===== src/hw/rtl/pl_max_pkg.sv =====
// ----------------------------------------------------------------------------
// Positional list package
// Sizes, request and status codes, and the word and control types shared by
// the list cells and the top level.
// ----------------------------------------------------------------------------
`default_nettype none

package pl_max_pkg;

  localparam int DEPTH       = 128;
  localparam int VALUE_WIDTH = 16;
  localparam int IDX_W       = $clog2(DEPTH);
  localparam int CNT_W       = $clog2(DEPTH + 1);

  typedef enum logic [1:0] {
    REQ_INSERT = 2'd0,
    REQ_DELETE = 2'd1,
    REQ_QUERY  = 2'd2
  } req_e;

  typedef enum logic [1:0] {
    ST_OK    = 2'd0,
    ST_RANGE = 2'd1,
    ST_FULL  = 2'd2
  } status_e;

  typedef enum logic [1:0] {
    OP_HOLD   = 2'd0,
    OP_INSERT = 2'd1,
    OP_DELETE = 2'd2
  } cell_op_e;

  typedef enum logic [1:0] {
    S_IDLE = 2'd0,
    S_SCAN = 2'd1,
    S_HOLD = 2'd2
  } state_e;

  typedef struct packed {
    logic [1:0]             req_type;
    logic [IDX_W-1:0]       position;
    logic [VALUE_WIDTH-1:0] value;
  } in_word_t;

  typedef struct packed {
    logic [CNT_W-1:0]       entry_count;
    logic [VALUE_WIDTH-1:0] max_value;
    logic [IDX_W-1:0]       max_index;
    logic                   max_valid;
    logic [1:0]             status;
  } out_word_t;

  // Broadcast to every cell: the shift to apply and the current fill.
  typedef struct packed {
    cell_op_e               op;
    logic [IDX_W-1:0]       pos;
    logic [VALUE_WIDTH-1:0] value;
    logic [CNT_W-1:0]       count;
  } cell_ctrl_t;

  // Running maximum handed from one cell to the next.
  typedef struct packed {
    logic                   valid;
    logic [VALUE_WIDTH-1:0] value;
    logic [IDX_W-1:0]       index;
  } max_t;

endpackage

`default_nettype wire


===== src/hw/rtl/pl_max_cell.sv =====
// ----------------------------------------------------------------------------
// Positional list cell
// Holds one list entry, shifts it with its neighbours on insert or delete, and
// folds its entry into the running maximum passed along the chain.
// ----------------------------------------------------------------------------
`default_nettype none

module pl_max_cell (
  input  logic                               clk_i,
  input  pl_max_pkg::cell_ctrl_t             ctrl_i,
  input  logic [pl_max_pkg::IDX_W-1:0]       cell_idx_i,
  input  logic [pl_max_pkg::VALUE_WIDTH-1:0] left_val_i,
  input  logic [pl_max_pkg::VALUE_WIDTH-1:0] right_val_i,
  input  pl_max_pkg::max_t                   left_max_i,
  output logic [pl_max_pkg::VALUE_WIDTH-1:0] val_o,
  output pl_max_pkg::max_t                   max_o
);
  import pl_max_pkg::*;

  logic [VALUE_WIDTH-1:0] val_q, val_d;
  max_t                   max_q, max_d;
  logic                   occupied;

  assign occupied = ({1'b0, cell_idx_i} < ctrl_i.count);

  always_comb begin
    val_d = val_q;
    case (ctrl_i.op)
      OP_INSERT: begin
        if (cell_idx_i > ctrl_i.pos) begin
          val_d = left_val_i;
        end else if (cell_idx_i == ctrl_i.pos) begin
          val_d = ctrl_i.value;
        end
      end
      OP_DELETE: begin
        if (cell_idx_i >= ctrl_i.pos) begin
          val_d = right_val_i;
        end
      end
      default: begin
        val_d = val_q;
      end
    endcase
  end

  // Ties go to the later cell, so the last index holding the maximum wins.
  always_comb begin
    max_d = left_max_i;
    if (occupied && (!left_max_i.valid || (val_q >= left_max_i.value))) begin
      max_d.valid = 1'b1;
      max_d.value = val_q;
      max_d.index = cell_idx_i;
    end
  end

  always_ff @(posedge clk_i) begin
    val_q <= val_d;
    max_q <= max_d;
  end

  assign val_o = val_q;
  assign max_o = max_q;

endmodule

`default_nettype wire


===== config.mk =====
export PLATFORM = sky130hd
export DESIGN_NAME = pl_max_cell
export DESIGN_NICKNAME = d
export VERILOG_FILES = /design/src/hw/rtl/pl_max_pkg.sv /design/src/hw/rtl/pl_max_cell.sv
export SDC_FILE = /design/constraint.sdc
export NUM_CORES = 1
export LEC_CHECK = 0
export ABC_AREA = 1
export BUFFER_PORTS_ARGS = -buffer_cell sky130_fd_sc_hd__buf_2
export CAP_MARGIN = 10
export CORE_MARGIN = 2
export CORE_UTILIZATION = 43
export DETAILED_ROUTE_END_ITERATION = 10
export GPL_ROUTABILITY_DRIVEN = 0
export PLACE_DENSITY = 0.82
export SETUP_SLACK_MARGIN = 0.5
export SLEW_MARGIN = 30
export SYNTH_ARGS = -nofsm -noshare
export SYNTH_HDL_FRONTEND = slang
export SYNTH_SLANG_ARGS = --single-unit

===== constraint.sdc =====
create_clock -name clk_i -period 4.4 [get_ports clk_i]
set_input_delay 0.88 -clock clk_i [delete_from_list [all_inputs] [get_ports clk_i]]
set_output_delay 0.88 -clock clk_i [all_outputs]
set_load 0.01 [all_outputs]

==> flow_summary.json, run 1 <==
{
  "status": "completed",
  "holdBufCountCts": 0,
  "slew_violations": 0,
  "ir_drop_mv": 0.216,
  "post-route-min-period_ps": 2560,
  "min_delay_path_depth": 2,
  "cts-root-buf": "clkbuf_8",
  "die_w_um": 82.9,
  "grt_pass1_wl_um": 11000,
  "clk_latency_ps": 290,
  "numCtsBuffers": 5,
  "p_per_area_nw_per_um2": 326,
  "post_cts_resized": 0,
  "cts_buffer_depth": 2,
  "avgSynthCellArea_um2": 7.74,
  "die_h_um": 82.9,
  "path_delay_family": "simple AND/OR/NAND/NOR gates",
  "synth_edf_count": 16,
  "finalClockSkew_ps": 9.50,
  "path_buf_inv": 2,
  "fin_crit_sh": 0.583,
  "syn_area_um2": 2680,
  "cts.sinks": 40,
  "placed_area_um2": 3370,
  "drt_wl_total_um": 6530,
  "diodes": 0,
  "min_to": "max_o[17]",
  "drive_gt1_frac": 0.363,
  "crit_path_cell_trace": "buf_2 -> ha_1 -> nand2_1 -> nor2_2 -> nand4_4 -> nand3_1 -> o21ai_0 -> inv_1",
  "antenna_found_initial": 0,
  "synth_nets": 472,
  "crit_path_max_incr_delay_ps": 400,
  "cts_tree": "done",
  "grt_max_degree": 25,
  "hpwl_um": 5440,
  "reg2reg_setup_slack_ps": 2230,
  "nNetsFinal": 604,
  "drc": 0,
  "ff2ff_path_depth": 10,
  "wire_per_inst_um": 11.8,
  "portBuffers": 136,
  "ys_ff_latch": 40,
  "timing.rr.end": "max_o[21]",
  "maxCapViolCount": 0,
  "p_leak_nw": 2.00,
  "io_pins": 137,
  "synth-seq-area-share": 0.359,
  "core-area_um2": 5960,
  "ctsHtreeMaxLevel": 2,
  "crit_type": "input pin to flop",
  "grtUsageTotal": 0.191,
  "hold_class": "flop to flop",
  "maxSlewHeadroom": 0.544,
  "design_area_um2": 3470,
  "tns_ps": 0,
  "start_util": 0.450,
  "num_rows": 28,
  "dr.pass1.iters": 4,
  "start_kind": "input pin",
  "yosysWarnings": 0,
  "vias": 2640,
  "synthCells": 346,
  "grt_overflow": 0,
  "netlist-cell-type-count": 27,
  "cp.required_ps": 4320,
  "async_flop_share": 0,
  "final_cell_mix": "136 x buf_2, 99 x nand2_1, 53 x inv_1, 44 x nand3_1, 29 x ha_1",
  "post_cts_buffers": 0,
  "cp.arrival_ps": 2490,
  "rsz0062_at_grt": "false",
  "die_area_um2": 6880,
  "cp_max_fo": 18,
  "finalHoldViolations": 0,
  "min_from": "val_o[10]",
  "timing.rr.start": "val_o[15]",
  "first_global_vias": 2596,
  "detail-route-antenna-nets": 0,
  "slowest_stage": "inv_1",
  "viasPerCell": 4.77,
  "worst_setup_path_end_kind": "flop",
  "setup_viol": 0,
  "first_iter_violations": 91,
  "area_growth_pct": 29.7,
  "clk_pin_slew_worst_paths_ps": 80,
  "ys.flop_type": "dfxtp_1",
  "timing.fmax_mhz": 390,
  "tightest_slew_ps": 683,
  "layout_commonest_cell": "buf_2"
}
==> layout make-up <==
type / count / area [um2]
Inverter: 56 / 210
Multi-Input combinational cell: 239 / 1420
Timing Repair Buffer: 136 / 681
Fill cell: 559 / 2480
Tap cell: 75 / 93.8
Sequential cell: 40 / 961
Clock inverter: 2 / 35.0
Clock buffer: 6 / 73.8
==> cell usage after synthesis, types with 2 or more instances <==
master	count	area, um2
nor2_1	4	15.0
nand2_4	3	33.8
edfxtp_1	16	480
clkinv_1	2	7.51
nand2_1	99	372
o21ai_0	3	15.0
ha_1	29	363
a21oi_1	11	55.1
dfxtp_1	24	480
nand3b_1	16	120
nand3_1	44	220
nand2_2	20	125
buf_6	5	56.3
buf_2	4	20.0
inv_1	53	199
o21a_1	2	15.0
==> kinds of logic (layout without fill, tap and decap cells) <==
group	Yosys count	count (layout)	synth area share
compound gates	21	21	0.0490
fa+ha+maj	29	29	0.135
buf+inv	67	200	0.111
flops	40	40	0.359
simple gates	189	189	0.346
==> metal layers <==
| layer | share of wire | vias to the layer above | track usage |
|---|---|---|---|
| li1 | - | 1369 | - |
| met1 | 0.41 | 1155 | 0.214 |
| met2 | 0.50 | 93 | 0.334 |
| met3 | 0.052 | 23 | 0.0348 |
| met4 | 0.042 | 0 | 0.118 |
| met5 | 0 | - | 0 |
==> state kept, by name, indices dropped and copies added (netlist names) <==
signal  cells
max_o      24
val_o      16
==> worst max-delay path by stage <==
stage                       start         to  slack (ps)  depth (start not counted)
finish              cell_idx_i[6]   val_o[7]        1840                          8
floorplan              ctrl_i[30]   val_o[0]        1790                          9
global placement    cell_idx_i[6]   val_o[8]        1560                          8
detailed placement  cell_idx_i[6]  val_o[10]        1540                          8
global route           ctrl_i[31]  val_o[10]        1630                          6
CTS                 cell_idx_i[6]  val_o[10]        1850                          8
==> per-stage QoR <==
stage	total power [mW]	hold WS (ps)	utilization	instances	setup slack, ps
after floorplan	0.720	563	-	346	1790
after global placement	0.842	527	0.565	546	1560
after detailed placement	0.856	533	0.565	546	1540
after CTS	1.14	536	0.583	554	1850
after global routing	1.21	567	0.583	554	1630
final	1.13	536	0.583	554	1840
==> power breakdown <==
group,internal [mW],switching [mW]
Clock,0.170,0.116
Combinational,0.154,0.214
Sequential,0.453,0.0250
Total,0.777,0.355
==> worst register-to-register path, cell delays in order, from the launching register on <==
cell and delay (ps):
edfxtp_1 430, ha_1 330, nand2_1 70, clkinv_1 50, nand3_1 80, nor2_1 140, nand2_1 80, nand2_2 370
nand2_4 320, nand2_1 140, nand2_1 70
Power figures use the tool's default switching activity.
==> run 2: changes to the inputs <==
clock period = 2.36 ns   (was 4.4 ns; I/O delays follow)
==> flow_summary.json, run 2 (synthesis gave the netlist of run 1 again) <==
{
  "status": "completed",
  "timing.rr.end": "max_o[11]",
  "cts.sinks": 40,
  "grt_max_degree": 25,
  "grt_overflow": 0,
  "clk_latency_ps": 290,
  "timing.fmax_mhz": 558,
  "dr.pass1.iters": 4,
  "area_growth_pct": 40.2,
  "core-area_um2": 5960,
  "finalHoldViolations": 0,
  "cp.depth": 9,
  "cp.required_ps": 2550,
  "grt_pass1_wl_um": 11600,
  "cp_max_fo": 12,
  "antenna_found_initial": 0,
  "cp_common_cell": "nand2_2",
  "slew_violations": 0,
  "ir_drop_mv": 0.366,
  "finalClockSkew_ps": 7.48,
  "maxCapViolCount": 0,
  "die_h_um": 82.9,
  "rsz0062_at_grt": "false",
  "vias": 2755,
  "hold_class": "input pin to flop",
  "portBuffers": 136,
  "post-route-min-period_ps": 1790,
  "drt_wl_total_um": 7460,
  "total_power_mw": 2.19,
  "p_int_mw": 1.45,
  "tns_ps": 0,
  "crit_end": "max_o[11]",
  "die_w_um": 82.9,
  "cts_tree": "done",
  "first_iter_violations": 100,
  "die_area_um2": 6880,
  "detail-route-antenna-nets": 0,
  "ff2ff_path_depth": 9,
  "crit_type": "flop to flop",
  "p_sw_uw": 742,
  "min_from": "left_max_i[4]",
  "viasPerCell": 4.84,
  "numCtsBuffers": 5,
  "path_buf_inv": 1,
  "fin_crit_sh": 0.759,
  "p_leak_nw": 2.09,
  "hpwl_um": 5650,
  "fill_cells": 549,
  "p_sw_frac": 0.339,
  "drive_gt1_frac": 0.417,
  "cp.arrival_ps": 1980,
  "seqPwrFrac": 0.411,
  "slowest_stage": "edfxtp_1",
  "start_util": 0.450,
  "timing.rr.start": "val_o[5]",
  "crit_path_max_incr_delay_ps": 450,
  "cts-root-buf": "clkbuf_8",
  "start_kind": "flop",
  "drc": 0,
  "clk_pin_slew_worst_paths_ps": 80,
  "p_per_area_nw_per_um2": 582,
  "largest_reg_flops": 24,
  "ctsHtreeMaxLevel": 2,
  "io_pins": 137,
  "setup_viol": 0,
  "layout_commonest_cell": "buf_2",
  "crit_path_cell_trace": "ha_1 -> a21oi_1 -> o21a_1 -> nand2_1 -> nand2_2 -> nand2_8 -> buf_12 -> nand3_1 -> nand2_2",
  "path_delay_family": "flip-flops",
  "maxSlewHeadroom": 0.676,
  "num_rows": 28,
  "nNetsFinal": 619,
  "first_global_vias": 2561,
  "cts_buffer_depth": 2,
  "final_cell_mix": "136 x buf_2, 98 x nand2_1, 48 x inv_1, 43 x nand3_1",
  "clkPwrFrac": 0.222,
  "diodes": 0,
  "wire_per_inst_um": 13.1,
  "pwr-share-comb": 0.368,
  "grtUsageTotal": 0.202,
  "reg2reg_setup_slack_ps": 570,
  "tightest_slew_ps": 483,
  "startpoint": "val_o[5]",
  "worst_setup_path_end_kind": "flop"
}
[run 2: cell count changes in the layout (fill, tap and decap cells not counted), sizes merged]
cell / before / now
buf: 136 / 149
clkbuf: 6 / 8
bufinv: 1 / 0
clkinv: 3 / 2
inv: 54 / 55
nand2: 122 / 123
[run 2: per-stage QoR]
step,utilization,cells,hold slack (ps),worst slack (ps),instance area (um2)
6_report,0.631,569,371,569,3760
5_1_grt,0.631,569,373,479,3760
4_1_cts,0.593,559,363,554,3530
3_5_place_dp,0.578,551,533,257,3440
3_3_place_gp,0.578,551,523,324,3440
2_1_floorplan,-,346,563,500,2720
[run 2: area by class of cell]
class	count	area [um2]	area share
multi-input combinational	240	1560	0.416
sequential	40	961	0.256
timing repair buffer	150	832	0.222
inverter	56	213	0.0566
tap	75	93.8	0.0250
clock buffer	7	87.6	0.0233
clock inverter	1	6.26	0.00167
[run 2: per-layer routing]
| metal | part of all wire | GRT usage | routed length, um |
|---|---|---|---|
| met5 | 0 | 0 | 0 |
| met3 | 0.060 | 0.0378 | 448 |
| met1 | 0.41 | 0.254 | 3030 |
| met4 | 0.026 | 0.0775 | 195 |
| met2 | 0.51 | 0.344 | 3780 |
[run 2: worst min-delay path by stage]
stage                 to  cells past startpoint
2_1_floorplan  max_o[13]                      2
3_3_place_gp   max_o[17]                      2
3_5_place_dp   max_o[17]                      2
4_1_cts         max_o[2]                      3
5_1_grt         max_o[6]                      3
6_report        max_o[4]                      3
[run 2: worst min-delay path, stage by stage]
cell	delay [ps]
buf_2	80
nand2_2	40
nand2_1	40
[run 2: timing repair]
item                       in CTS  in global routing
buffers inserted                0                  7
hold buffers                    0                  0
gates resized for setup         0                 19
setup endpoints to repair       0                 40
[run 2: power by group through the flow]
stage / Sequential [mW] / Combinational [mW] / Clock [mW]
2_1_floorplan: 0.961 / 0.388 / 0
3_3_place_gp: 0.908 / 0.674 / 0
3_5_place_dp: 0.911 / 0.701 / 0
4_1_cts: 0.895 / 0.706 / 0.492
5_1_grt: 0.912 / 0.895 / 0.523
6_report: 0.898 / 0.805 / 0.485
==> run 3: changes to the inputs <==
CORE_UTILIZATION = 42   (was 43)
PLACE_DENSITY = 0.84   (was 0.82)
clock period = 1.5 ns   (was 2.36 ns; I/O delays follow)
==> flow_summary.json, run 3 (synthesis gave the netlist of run 1 again) <==
{
  "status": "finished, violations left",
  "violations": "setup timing",
  "first_iter_violations": 190,
  "maxCapViolCount": 0,
  "setup_viol": 29,
  "tightest_slew_ps": 272,
  "crit_type": "flop to flop",
  "largest_reg_flops": 24,
  "pwr-share-comb": 0.497,
  "multi_input_area_um2": 2100,
  "cts-root-buf": "clkbuf_8",
  "die_w_um": 83.9,
  "fill_cells": 352,
  "grt_pass1_wl_um": 14800,
  "vias": 3349,
  "clkPwrFrac": 0.169,
  "seqCellArea_um2": 967,
  "finalWorstSetupSlack_ps": -378,
  "cts.sinks": 40,
  "p_sw_mw": 1.56,
  "nNetsFinal": 673,
  "portBuffers": 136,
  "viasPerCell": 5.36,
  "drc": 0,
  "min_delay_path_depth": 3,
  "p_per_area_nw_per_um2": 846,
  "numCtsBuffers": 5,
  "dr.pass1.iters": 5,
  "cp_max_fo": 7,
  "num_rows": 29,
  "holdWs_ps": 212,
  "start_kind": "flop",
  "die_h_um": 83.9,
  "final_cell_mix": "107 x buf_2, 54 x nand2_1, 51 x buf_6, 48 x nand2_2, 45 x inv_1",
  "layout_commonest_cell": "buf_2",
  "placed_area_um2": 3820,
  "design_area_um2": 5060,
  "fin_crit_sh": 1.25,
  "io_pins": 137,
  "hpwl_um": 5980,
  "p_int_mw": 2.72,
  "drt_wl_total_um": 11500,
  "finalClockSkew_ps": 10.3,
  "drive_gt1_frac": 0.635,
  "worst_setup_path_end_kind": "flop",
  "area_growth_pct": 88.9,
  "timing.fmax_mhz": 532,
  "ctsHtreeMaxLevel": 2,
  "slew_violations": 0,
  "seqPwrFrac": 0.334,
  "p_sw_frac": 0.365,
  "cts_tree": "done",
  "detail-route-antenna-nets": 0,
  "diodes": 0,
  "clk_latency_ps": 300,
  "core-area_um2": 6240,
  "antenna_found_initial": 0,
  "post-route-min-period_ps": 1880,
  "start_util": 0.429,
  "grt_max_degree": 18,
  "cp.arrival_ps": 2070,
  "die_area_um2": 7030,
  "ir_drop_mv": 0.722,
  "grt_overflow": 0,
  "first_global_vias": 3266,
  "maxSlewHeadroom": 0.818,
  "hold_class": "input pin to flop",
  "rsz0062_at_grt": "true",
  "ff2ff_path_depth": 10,
  "finalHoldViolations": 0,
  "clk_pin_slew_worst_paths_ps": 80,
  "grtUsageTotal": 0.258,
  "wire_per_inst_um": 18.5,
  "cp.required_ps": 1690,
  "p_leak_nw": 2.63,
  "cts_buffer_depth": 2
}
[run 3: cell types whose count changed in the layout (fill, tap and decap cells not counted), moves of 15 or more]
cell	before	now
buf_6	1	51
nand2_1	98	54
buf_2	136	107
nand2_2	20	48
buf_4	10	31
nand3_1	43	22
nand3_2	1	20
nand2_4	1	16
[run 3: per-stage QoR]
step	setup TNS (ps)	setup WS [ps]	utilization	instances	total power, mW
after floorplan	-5540	-144	-	346	2.17
after global placement	-12480	-273	0.612	589	2.68
after detailed placement	-15110	-363	0.612	589	2.74
after CTS	-4050	-215	0.734	612	3.77
after global routing	-11490	-477	0.811	625	4.44
final	-8800	-378	0.811	625	4.28
[run 3: repair_timing]
| item | 4_1_cts | 5_1_grt |
|---|---|---|
| gates resized for setup | 114 | 80 |
| setup endpoints to repair | 96 | 96 |
| cloned | 5 | 2 |
| buffers inserted | 10 | 11 |
| pin swaps | 48 | 48 |
| hold buffers | 0 | 0 |
[run 3: critical path: stages (launching register included)]
cell and delay, ps:
edfxtp_1 460, ha_4 270, nand2_1 90, inv_1 60
o21ai_2 140, nand2_1 100, nor2_2 160, nand2_4 110
buf_4 190, nand3_1 130, nand2_2 60
[run 3: path summary, 6_finish.rpt]
| path | to | slack, ps | start |
|---|---|---|---|
| worst max-delay path | max_o[6] | -380 | val_o[13] |
| worst max register to register | max_o[6] | -380 | val_o[13] |
| worst min-delay path | max_o[4] | 210 | left_max_i[4] |
| worst min register to register | max_o[15] | 670 | val_o[8] |
[run 3: final cells by class]
type                    count  area share
inverters                  56      0.0460
multi-input cells         242       0.415
well taps                  77      0.0190
repair inverters            1     0.00148
clock buffers               6      0.0143
flip-flops and latches     40       0.191
clock inverters             2     0.00222
repair buffers            201       0.311
[run 3: power groups by stage]
stage / Combinational [mW] / Sequential [mW] / Clock (mW)
after floorplan: 0.659 / 1.51 / 0
after global placement: 1.27 / 1.41 / 0
after detailed placement: 1.32 / 1.41 / 0
after CTS: 1.67 / 1.40 / 0.708
after global routing: 2.24 / 1.44 / 0.757
final: 2.13 / 1.43 / 0.723
[run 3: layer usage]
layer,wire length [um],vias to the layer above,global-route usage
met5,0,-,0
met4,724,0,0.109
met3,679,68,0.0415
met2,5890,222,0.477
met1,4240,1545,0.292
li1,-,1514,-
